`src/sv/smh_pkg.sv`:
```
// ----------------------------------------------------------------------------
// smh_pkg
// Shared types, codes and coil table for the stepper homing controller.
// ----------------------------------------------------------------------------
`timescale 1ns / 1ps
`default_nettype none

package smh_pkg;

    localparam int PHASE_STEPS = 8;
    localparam int INDEX_COUNT = 16;

    localparam logic [3:0]  PHASE_NONE    = 4'hF;
    localparam logic [3:0]  COIL_KEEP     = 4'hA;
    localparam logic [3:0]  COIL_RELEASE  = 4'h5;
    localparam logic [15:0] THRESH_RESET  = 16'd40;
    localparam logic [11:0] SPI_RESET     = 12'd400;

    // item kinds
    typedef enum logic [1:0] {
        KIND_TICK  = 2'd0,
        KIND_START = 2'd1,
        KIND_INDEX = 2'd2,
        KIND_STALL = 2'd3
    } kind_t;

    // move modes carried on a start item
    typedef enum logic [1:0] {
        MOVE_NORMAL  = 2'd0,
        MOVE_SEARCH  = 2'd1,
        MOVE_CROSS   = 2'd2,
        MOVE_INVALID = 2'd3
    } move_mode_t;

    // motor modes as reported
    typedef enum logic [2:0] {
        MODE_IDLE   = 3'd0,
        MODE_NORMAL = 3'd1,
        MODE_SEARCH = 3'd2,
        MODE_CROSS  = 3'd3,
        MODE_STALL  = 3'd4
    } motor_mode_t;

    // configuration register indexes
    typedef enum logic [0:0] {
        REG_THRESHOLD = 1'b0,
        REG_STEPS_PER_INDEX = 1'b1
    } reg_index_t;

    typedef struct packed {
        logic [1:0]         kind;
        logic               home_sensor;
        logic signed [15:0] move_steps;
        logic [1:0]         move_mode;
        logic [3:0]         target_index;
    } in_item_t;

    typedef struct packed {
        logic [3:0]         coil_pattern;
        logic [2:0]         motor_mode;
        logic signed [15:0] position;
        logic               homed;
        logic               home_error;
        logic               is_idle;
    } out_item_t;

    typedef struct packed {
        logic [15:0] zero_count_threshold;
        logic [11:0] steps_per_index;
    } cfg_t;

    function automatic logic [3:0] coil_lookup(input logic [2:0] ph);
        logic [3:0] c;
        begin
            case (ph)
                3'd0:    c = 4'h6;
                3'd1:    c = 4'h5;
                3'd2:    c = 4'h4;
                3'd3:    c = 4'h8;
                3'd4:    c = 4'h0;
                3'd5:    c = 4'h3;
                3'd6:    c = 4'h2;
                3'd7:    c = 4'hE;
                default: c = 4'h0;
            endcase
            return c;
        end
    endfunction

    // next phase for one half step; an unset phase starts at either end
    function automatic logic [3:0] phase_advance(input logic [3:0] ph, input logic rev);
        logic [3:0] last;
        logic [3:0] nx;
        begin
            last = 4'(PHASE_STEPS - 1);
            if (!rev)
            begin
                if (ph == PHASE_NONE || ph >= last)
                    nx = 4'd0;
                else
                    nx = ph + 4'd1;
            end
            else
            begin
                if (ph == PHASE_NONE || ph == 4'd0 || ph > last)
                    nx = last;
                else
                    nx = ph - 4'd1;
            end
            return nx;
        end
    endfunction

    function automatic logic [3:0] sat_index(input logic [3:0] idx);
        logic [3:0] r;
        begin
            if (int'(idx) >= INDEX_COUNT)
                r = 4'(INDEX_COUNT - 1);
            else
                r = idx;
            return r;
        end
    endfunction

endpackage

`default_nettype wire

```
`src/sv/stepper_motion_homing_controller.sv`:
```
// ----------------------------------------------------------------------------
// stepper_motion_homing_controller
// Half-step bipolar stepper sequencer with search and cross homing moves.
// ----------------------------------------------------------------------------
// path: an accepted item passes the input register, then the result register
// throughput: 1 item per cycle while out_ready is high, bounded by the motion state update
// a waiting result stalls input only once the input register is also full
// reset: async active low; motor idle, coils off, position zero, phase unset,
// threshold 40 and steps per index 400
`timescale 1ns / 1ps
`default_nettype none

module stepper_motion_homing_controller
    import smh_pkg::*;
(
    input  wire logic        clk,
    input  wire logic        rst_n,
    input  wire logic        in_valid,
    output logic             in_ready,
    input  wire in_item_t    in_data,
    output logic             out_valid,
    input  wire logic        out_ready,
    output out_item_t        out_data,
    input  wire logic        psel,
    input  wire logic        penable,
    input  wire logic        pwrite,
    input  wire logic [2:0]  paddr,
    input  wire logic [31:0] pwdata,
    output logic [31:0]      prdata,
    output logic             pready
);

    logic      in_valid_reg;
    in_item_t  in_data_reg;
    logic      out_valid_reg;
    out_item_t out_data_reg;
    logic      advance;
    cfg_t      cfg;
    out_item_t result;

    // item moves into the result register when that slot is free or drains
    assign advance  = in_valid_reg && (!out_valid_reg || out_ready);
    assign in_ready = !in_valid_reg || advance;

    smh_cfg u_cfg (
        .clk     (clk),
        .rst_n   (rst_n),
        .psel    (psel),
        .penable (penable),
        .pwrite  (pwrite),
        .paddr   (paddr),
        .pwdata  (pwdata),
        .prdata  (prdata),
        .pready  (pready),
        .cfg     (cfg)
    );

    smh_core u_core (
        .clk    (clk),
        .rst_n  (rst_n),
        .en     (advance),
        .item   (in_data_reg),
        .cfg    (cfg),
        .result (result)
    );

    always_ff @(posedge clk or negedge rst_n)
    begin
        if (!rst_n)
        begin
            in_valid_reg  <= 1'b0;
            out_valid_reg <= 1'b0;
        end
        else
        begin
            if (in_ready)
                in_valid_reg <= in_valid;
            if (advance)
                out_valid_reg <= 1'b1;
            else if (out_ready)
                out_valid_reg <= 1'b0;
        end
    end

    always_ff @(posedge clk)
    begin
        if (in_ready && in_valid)
            in_data_reg <= in_data;
        if (advance)
            out_data_reg <= result;
    end

    assign out_valid = out_valid_reg;
    assign out_data  = out_data_reg;

endmodule

`default_nettype wire

```
`src/sv/smh_cfg.sv`:
```
// ----------------------------------------------------------------------------
// smh_cfg
// APB register file: home crossing threshold and steps per index.
// ----------------------------------------------------------------------------
`timescale 1ns / 1ps
`default_nettype none

module smh_cfg
    import smh_pkg::*;
(
    input  wire logic        clk,
    input  wire logic        rst_n,
    input  wire logic        psel,
    input  wire logic        penable,
    input  wire logic        pwrite,
    input  wire logic [2:0]  paddr,
    input  wire logic [31:0] pwdata,
    output logic [31:0]      prdata,
    output logic             pready,
    output cfg_t             cfg
);

    logic [15:0] thresh_reg;
    logic [11:0] spi_reg;
    logic        wr_en;
    reg_index_t  sel;

    assign sel    = reg_index_t'(paddr[2]);
    assign wr_en  = psel && penable && pwrite;
    assign pready = 1'b1;

    always_ff @(posedge clk or negedge rst_n)
    begin
        if (!rst_n)
        begin
            thresh_reg <= THRESH_RESET;
            spi_reg    <= SPI_RESET;
        end
        else if (wr_en)
        begin
            case (sel)
                REG_THRESHOLD:       thresh_reg <= pwdata[15:0];
                REG_STEPS_PER_INDEX: spi_reg    <= pwdata[11:0];
                default:             ;
            endcase
        end
    end

    always_comb
    begin
        case (sel)
            REG_THRESHOLD:       prdata = {16'd0, thresh_reg};
            REG_STEPS_PER_INDEX: prdata = {20'd0, spi_reg};
            default:             prdata = 32'd0;
        endcase
    end

    assign cfg.zero_count_threshold = thresh_reg;
    assign cfg.steps_per_index      = spi_reg;

endmodule

`default_nettype wire

```
`src/sv/smh_core.sv`:
```
// ----------------------------------------------------------------------------
// smh_core
// Motion state and the single-pass next-state logic for one item.
// ----------------------------------------------------------------------------
`timescale 1ns / 1ps
`default_nettype none

module smh_core
    import smh_pkg::*;
(
    input  wire logic     clk,
    input  wire logic     rst_n,
    input  wire logic     en,
    input  wire in_item_t item,
    input  wire cfg_t     cfg,
    output out_item_t     result
);

    motor_mode_t mode_reg,   mode_next;
    logic        dir_reg,    dir_next;
    logic [15:0] stm_reg,    stm_next;
    logic [15:0] done_reg,   done_next;
    logic [15:0] pos_reg,    pos_next;
    logic [15:0] hits_reg,   hits_next;
    logic [3:0]  phase_reg,  phase_next;
    logic [3:0]  coil_reg,   coil_next;
    logic        homed_reg,  homed_next;
    logic        err_reg,    err_next;

    logic [3:0]  step_phase;
    logic [15:0] step_done;
    logic [15:0] step_pos;
    logic        done_hit;
    logic        stm_nz;
    logic        active;
    logic [15:0] hits_inc;
    logic [3:0]  tgt;
    logic [15:0] prod;
    logic [15:0] idx_count;
    logic        do_step;
    logic        do_pos;
    logic        do_release;
    logic        fin;

    assign step_phase = phase_advance(phase_reg, dir_reg);
    assign step_done  = dir_reg ? (done_reg - 16'd1) : (done_reg + 16'd1);
    assign step_pos   = dir_reg ? (pos_reg - 16'd1) : (pos_reg + 16'd1);
    assign done_hit   = (step_done == stm_reg);
    assign stm_nz     = (stm_reg != 16'd0);
    assign active     = !item.home_sensor;
    assign hits_inc   = hits_reg + {15'd0, active};
    assign tgt        = sat_index(item.target_index);
    assign prod       = {12'd0, tgt} * {4'd0, cfg.steps_per_index};
    assign idx_count  = prod - pos_reg;

    always_comb
    begin
        mode_next  = mode_reg;
        dir_next   = dir_reg;
        stm_next   = stm_reg;
        done_next  = done_reg;
        pos_next   = pos_reg;
        hits_next  = hits_reg;
        phase_next = phase_reg;
        coil_next  = coil_reg;
        homed_next = homed_reg;
        err_next   = err_reg;
        do_step    = 1'b0;
        do_pos     = 1'b0;
        do_release = 1'b0;
        fin        = 1'b0;

        case (kind_t'(item.kind))
            KIND_TICK:
            begin
                case (mode_reg)
                    MODE_CROSS:
                    begin
                        fin = 1'b1;
                        if (stm_nz)
                        begin
                            do_step   = 1'b1;
                            hits_next = hits_inc;
                            fin       = done_hit;
                            if (done_hit)
                                pos_next = 16'd0;
                        end
                        if (fin)
                        begin
                            homed_next = (hits_next >= cfg.zero_count_threshold);
                            err_next   = (hits_next < cfg.zero_count_threshold);
                            do_release = 1'b1;
                        end
                    end
                    MODE_SEARCH:
                    begin
                        if (stm_nz)
                        begin
                            do_step = 1'b1;
                            do_pos  = 1'b1;
                            if (active)
                            begin
                                homed_next = 1'b1;
                                err_next   = 1'b0;
                                do_release = 1'b1;
                            end
                            else if (done_hit)
                            begin
                                homed_next = 1'b0;
                                err_next   = 1'b1;
                                do_release = 1'b1;
                            end
                        end
                    end
                    MODE_NORMAL:
                    begin
                        if (stm_nz)
                        begin
                            do_step    = 1'b1;
                            do_pos     = 1'b1;
                            do_release = done_hit;
                        end
                        else
                            do_release = 1'b1;
                    end
                    MODE_STALL:
                        do_release = 1'b1;
                    default: ;
                endcase

                if (do_step)
                begin
                    phase_next = step_phase;
                    coil_next  = coil_lookup(step_phase[2:0]);
                    done_next  = step_done;
                end
                if (do_pos)
                    pos_next = step_pos;
                // release keeps coil bits 3 and 1 as just driven, forces bits 2 and 0 high
                if (do_release)
                begin
                    coil_next = (coil_next & COIL_KEEP) | COIL_RELEASE;
                    stm_next  = 16'd0;
                    mode_next = MODE_IDLE;
                end
            end
            KIND_START:
            begin
                if (item.move_steps == 16'sd0 || item.move_mode == MOVE_INVALID)
                    mode_next = MODE_IDLE;
                else
                begin
                    dir_next  = item.move_steps[15];
                    stm_next  = item.move_steps;
                    done_next = 16'd0;
                    case (move_mode_t'(item.move_mode))
                        MOVE_NORMAL: mode_next = MODE_NORMAL;
                        MOVE_SEARCH: mode_next = MODE_SEARCH;
                        MOVE_CROSS:
                        begin
                            mode_next = MODE_CROSS;
                            hits_next = 16'd0;
                        end
                        default:     mode_next = MODE_IDLE;
                    endcase
                end
            end
            KIND_INDEX:
            begin
                if (idx_count == 16'd0)
                    mode_next = MODE_IDLE;
                else
                begin
                    dir_next  = idx_count[15];
                    stm_next  = idx_count;
                    done_next = 16'd0;
                    mode_next = MODE_NORMAL;
                end
            end
            KIND_STALL:
                mode_next = MODE_STALL;
            default: ;
        endcase
    end

    always_ff @(posedge clk or negedge rst_n)
    begin
        if (!rst_n)
        begin
            mode_reg  <= MODE_IDLE;
            dir_reg   <= 1'b0;
            stm_reg   <= 16'd0;
            done_reg  <= 16'd0;
            pos_reg   <= 16'd0;
            hits_reg  <= 16'd0;
            phase_reg <= PHASE_NONE;
            coil_reg  <= 4'd0;
            homed_reg <= 1'b0;
            err_reg   <= 1'b0;
        end
        else if (en)
        begin
            mode_reg  <= mode_next;
            dir_reg   <= dir_next;
            stm_reg   <= stm_next;
            done_reg  <= done_next;
            pos_reg   <= pos_next;
            hits_reg  <= hits_next;
            phase_reg <= phase_next;
            coil_reg  <= coil_next;
            homed_reg <= homed_next;
            err_reg   <= err_next;
        end
    end

    assign result.coil_pattern = coil_next;
    assign result.motor_mode   = mode_next;
    assign result.position     = pos_next;
    assign result.homed        = homed_next;
    assign result.home_error   = err_next;
    assign result.is_idle      = (mode_next == MODE_IDLE);

endmodule

`default_nettype wire

```
`config.mk`:
```
export PLATFORM = sky130hd
export DESIGN_NAME = stepper_motion_homing_controller
export DESIGN_NICKNAME = d
export VERILOG_FILES = /design/src/sv/smh_pkg.sv /design/src/sv/stepper_motion_homing_controller.sv /design/src/sv/smh_cfg.sv /design/src/sv/smh_core.sv
export SDC_FILE = /design/constraint.sdc
export NUM_CORES = 1
export LEC_CHECK = 0
export BUFFER_PORTS_ARGS = -buffer_cell sky130_fd_sc_hd__buf_4
export CORE_MARGIN = 2
export CORE_UTILIZATION = 65
export CTS_CLUSTER_SIZE = 14
export DETAILED_ROUTE_END_ITERATION = 6
export GPL_ROUTABILITY_DRIVEN = 1
export HOLD_SLACK_MARGIN = 0.12
export PLACE_DENSITY_LB_ADDON = 0.12
export SLEW_MARGIN = 5
export SYNTH_ARGS = -nofsm -noshare
export SYNTH_HDL_FRONTEND = slang
export SYNTH_SLANG_ARGS = --single-unit
export TNS_END_PERCENT = 100
```
`constraint.sdc`:
```
create_clock -name clk -period 15 [get_ports clk]
set_clock_uncertainty 0.05 [all_clocks]
set_input_delay 3 -clock clk [delete_from_list [all_inputs] [get_ports clk]]
set_output_delay 3 -clock clk [all_outputs]
set_load 0.05 [all_outputs]
```
==> impl_metrics.ini <==
[global_route]
grt_usage_pct = 28.69
antenna_found_initial = 0
grt_pass1_vias = 9261
grt_max_degree = 61
grt-ovfl-total = 0
grt_pass1_wl_um = 45680

[power_and_ir_drop]
peakVddDrop_uv = 157.5
p_total_mw = 3.358
p_leak_nw = 6.209
power_density_nw_per_um2 = 248.2

[job]
maxCapViolations = 0

[finish]
final_core_util_pct = 72.83
drive_above_1_share_pct = 15.85
area_growth_pct = 10.67
layout.cells.non_filler = 1609
num_antenna_cells = 0
fin_nets = 1543
largest_register_ffs = 26
final.fill_count = 1410

[sta]
finalSetupViolCount = 0
relSlewSlack_pct = 19.41
tns_ns = 0
rsz0062_at_grt = false
fin_crit_sh_pct = 45.75
hold_viol_final = 0
worst_pin_slew_ns = 1.204
drv_slew = 0
fmax_mhz = 145.7
min_period_ns = 6.862

[detailed_routing]
dr.pass1.iters = 5
drt-initial-drc-count = 673
wire_per_inst_um = 17.29
routed_wl_um = 27830
routed_via_density = 6.057
drc = 0
antenna_left = 0
vias = 9746

[yosys]
syn_avg_cell_area_um2 = 9.398
ys_seq_elements = 159
synthDistinctLibCells = 89
yosys_warnings = 0
syn_inst = 1301
synth_edf_count = 51
synth-seq-area-share_pct = 34.72
syn-cell-area_um2 = 12230
synthArstFlopShare_pct = 67.92
synth_flop_cell = dfrtp_1

[place]
gp_congestion = 0.9471
dp_hpwl_um = 20640
port_buffers = 92
dpl.cell_count = 1577

[critical_path]
cp.arrival_ns = 3.81
cp-start-kind = input port
critPathCaptureType = output port
cp.required_ns = 11.95
path_class = in -> out
ff2ff_setup_slack_ns = 9.16
cp_max_fo = 29

[clocking]
insertion_delay_ns = 0.44
cts_root_buf = clkbuf_16
clk_pin_slew_ns = 0.06
cts_max_level = 4
cts_resized = 0
cts_setup_buffers = 0
ctsHoldBuffers = 0
cts_made_buffers = 17
cts.sinks = 159
tritoncts = yes
cts_buffer_depth = 2

[floorplanning]
die_height_um = 141.2
core.rowCount = 50
dieArea_um2 = 19920
coreArea_um2 = 18580
pin_count = 128
die_w_um = 141.2
initial_core_util_pct = 65.80

[min_path]
hp-class = reg -> reg

[status]
outcome = finished clean
-- report_power, final --
part | switching, mW | internal [mW]
Clock | 0.207 | 0.231
Sequential | 0.106 | 0.565
Combinational | 1.32 | 0.925
-- critical path: stages --
cell,delay [ns]
buf_4,0.25
mux2_2,0.37
buf_4,0.19
-- synth_stat cells, types with 9 or more instances --
library cell / instances / area [µm²]
a21o_1: 20 / 150.1
a21oi_1: 55 / 275.3
a22oi_1: 12 / 90.09
a31oi_1: 12 / 75.07
and2_1: 36 / 225.2
and3_1: 11 / 68.82
buf_2: 10 / 50.05
buf_4: 17 / 127.6
clkbuf_1: 40 / 150.1
dfrtp_1: 99 / 2477
dfstp_2: 9 / 236.5
edfxtp_1: 51 / 1531
fa_1: 35 / 700.7
ha_1: 79 / 988.5
inv_1: 108 / 405.4
mux2_2: 40 / 450.4
nand2_1: 153 / 574.3
nand2b_1: 14 / 87.58
nand3_1: 29 / 145.1
nand4_1: 14 / 87.58
nor2_1: 51 / 191.4
nor2b_1: 23 / 143.9
nor3_1: 29 / 145.1
nor4_1: 14 / 87.58
o211ai_1: 10 / 75.07
o21a_1: 15 / 112.6
o21ai_0: 72 / 360.4
o31ai_1: 22 / 165.2
xnor2_1: 39 / 341.6
xor2_1: 25 / 219.0
-- placed cells by master (no fill, tap or decap), types with 18 or more instances in the layout --
master,synthesis,final
a21o_1,20,20
a21oi_1,55,55
and2_1,36,36
buf_4,17,100
clkbuf_16,0,18
dfrtp_1,99,99
edfxtp_1,51,51
fa_1,35,35
ha_1,79,79
inv_1,108,108
mux2_2,40,40
nand2_1,153,153
nand3_1,29,29
nor2_1,51,51
nor2b_1,23,23
nor3_1,29,29
o21ai_0,72,72
o31ai_1,22,22
xnor2_1,39,39
xor2_1,25,25
-- path summary, 6_finish.rpt --
path                                      endpoint                from  depth (start not counted)
worst min register to register  u_core.done_reg[3]  u_core.done_reg[3]                          2
worst max register to register   u_core.stm_reg[0]      in_data_reg[2]                         16
worst min-delay path            u_core.done_reg[3]  u_core.done_reg[3]                          2
min in group asynchronous        u_core.pos_reg[8]               rst_n                          1
worst max-delay path                     prdata[0]            paddr[2]                          3
max in group asynchronous             in_valid_reg               rst_n                          2
-- area by class of cell --
class                           count  area [µm²]  area share, %
Clock inverter                     14       136.4          1.008
Tap cell                          234       292.8          2.164
Multi-Input combinational cell    975        7247          53.56
Timing Repair Buffer              100       750.7          5.548
Inverter                          109       409.1          3.024
Sequential cell                   159        4245          31.37
Clock buffer                       18       450.4          3.329
-- cell families (layout without fill, tap and decap cells) --
kind of cell,Yosys count,in the layout,share of synthesized area [%]
simple gates,421,421,17.56
other cells,2,17,0.06142
compound gates,297,297,16.47
fa+ha+maj,114,114,13.81
mux,56,56,5.321
flops,159,159,34.72
xor+xnor,70,70,5.587
buf+inv,182,241,6.467
-- per-layer routing --
layer,share of wire (%),wire [µm],track usage [%],vias up
li1,-,-,-,4704
met4,1.6,456,7.737,0
met3,5.0,1401,4.959,39
met2,48,13330,48.08,279
met1,45,12640,38.84,4724
met5,0,0,0,-
-- per-stage QoR --
stage | area, µm² | worst slack (ns) | hold slack (ns)
6_report | 13530 | 8.138 | 0.4337
2_1_floorplan | 12280 | 7.465 | 0.3998
3_3_place_gp | 12940 | 8.130 | 0.4163
3_5_place_dp | 12940 | 8.144 | 0.4237
5_1_grt | 13530 | 8.086 | 0.4626
4_1_cts | 13530 | 8.140 | 0.4407
No activity file was read; power rests on OpenSTA's default activity.
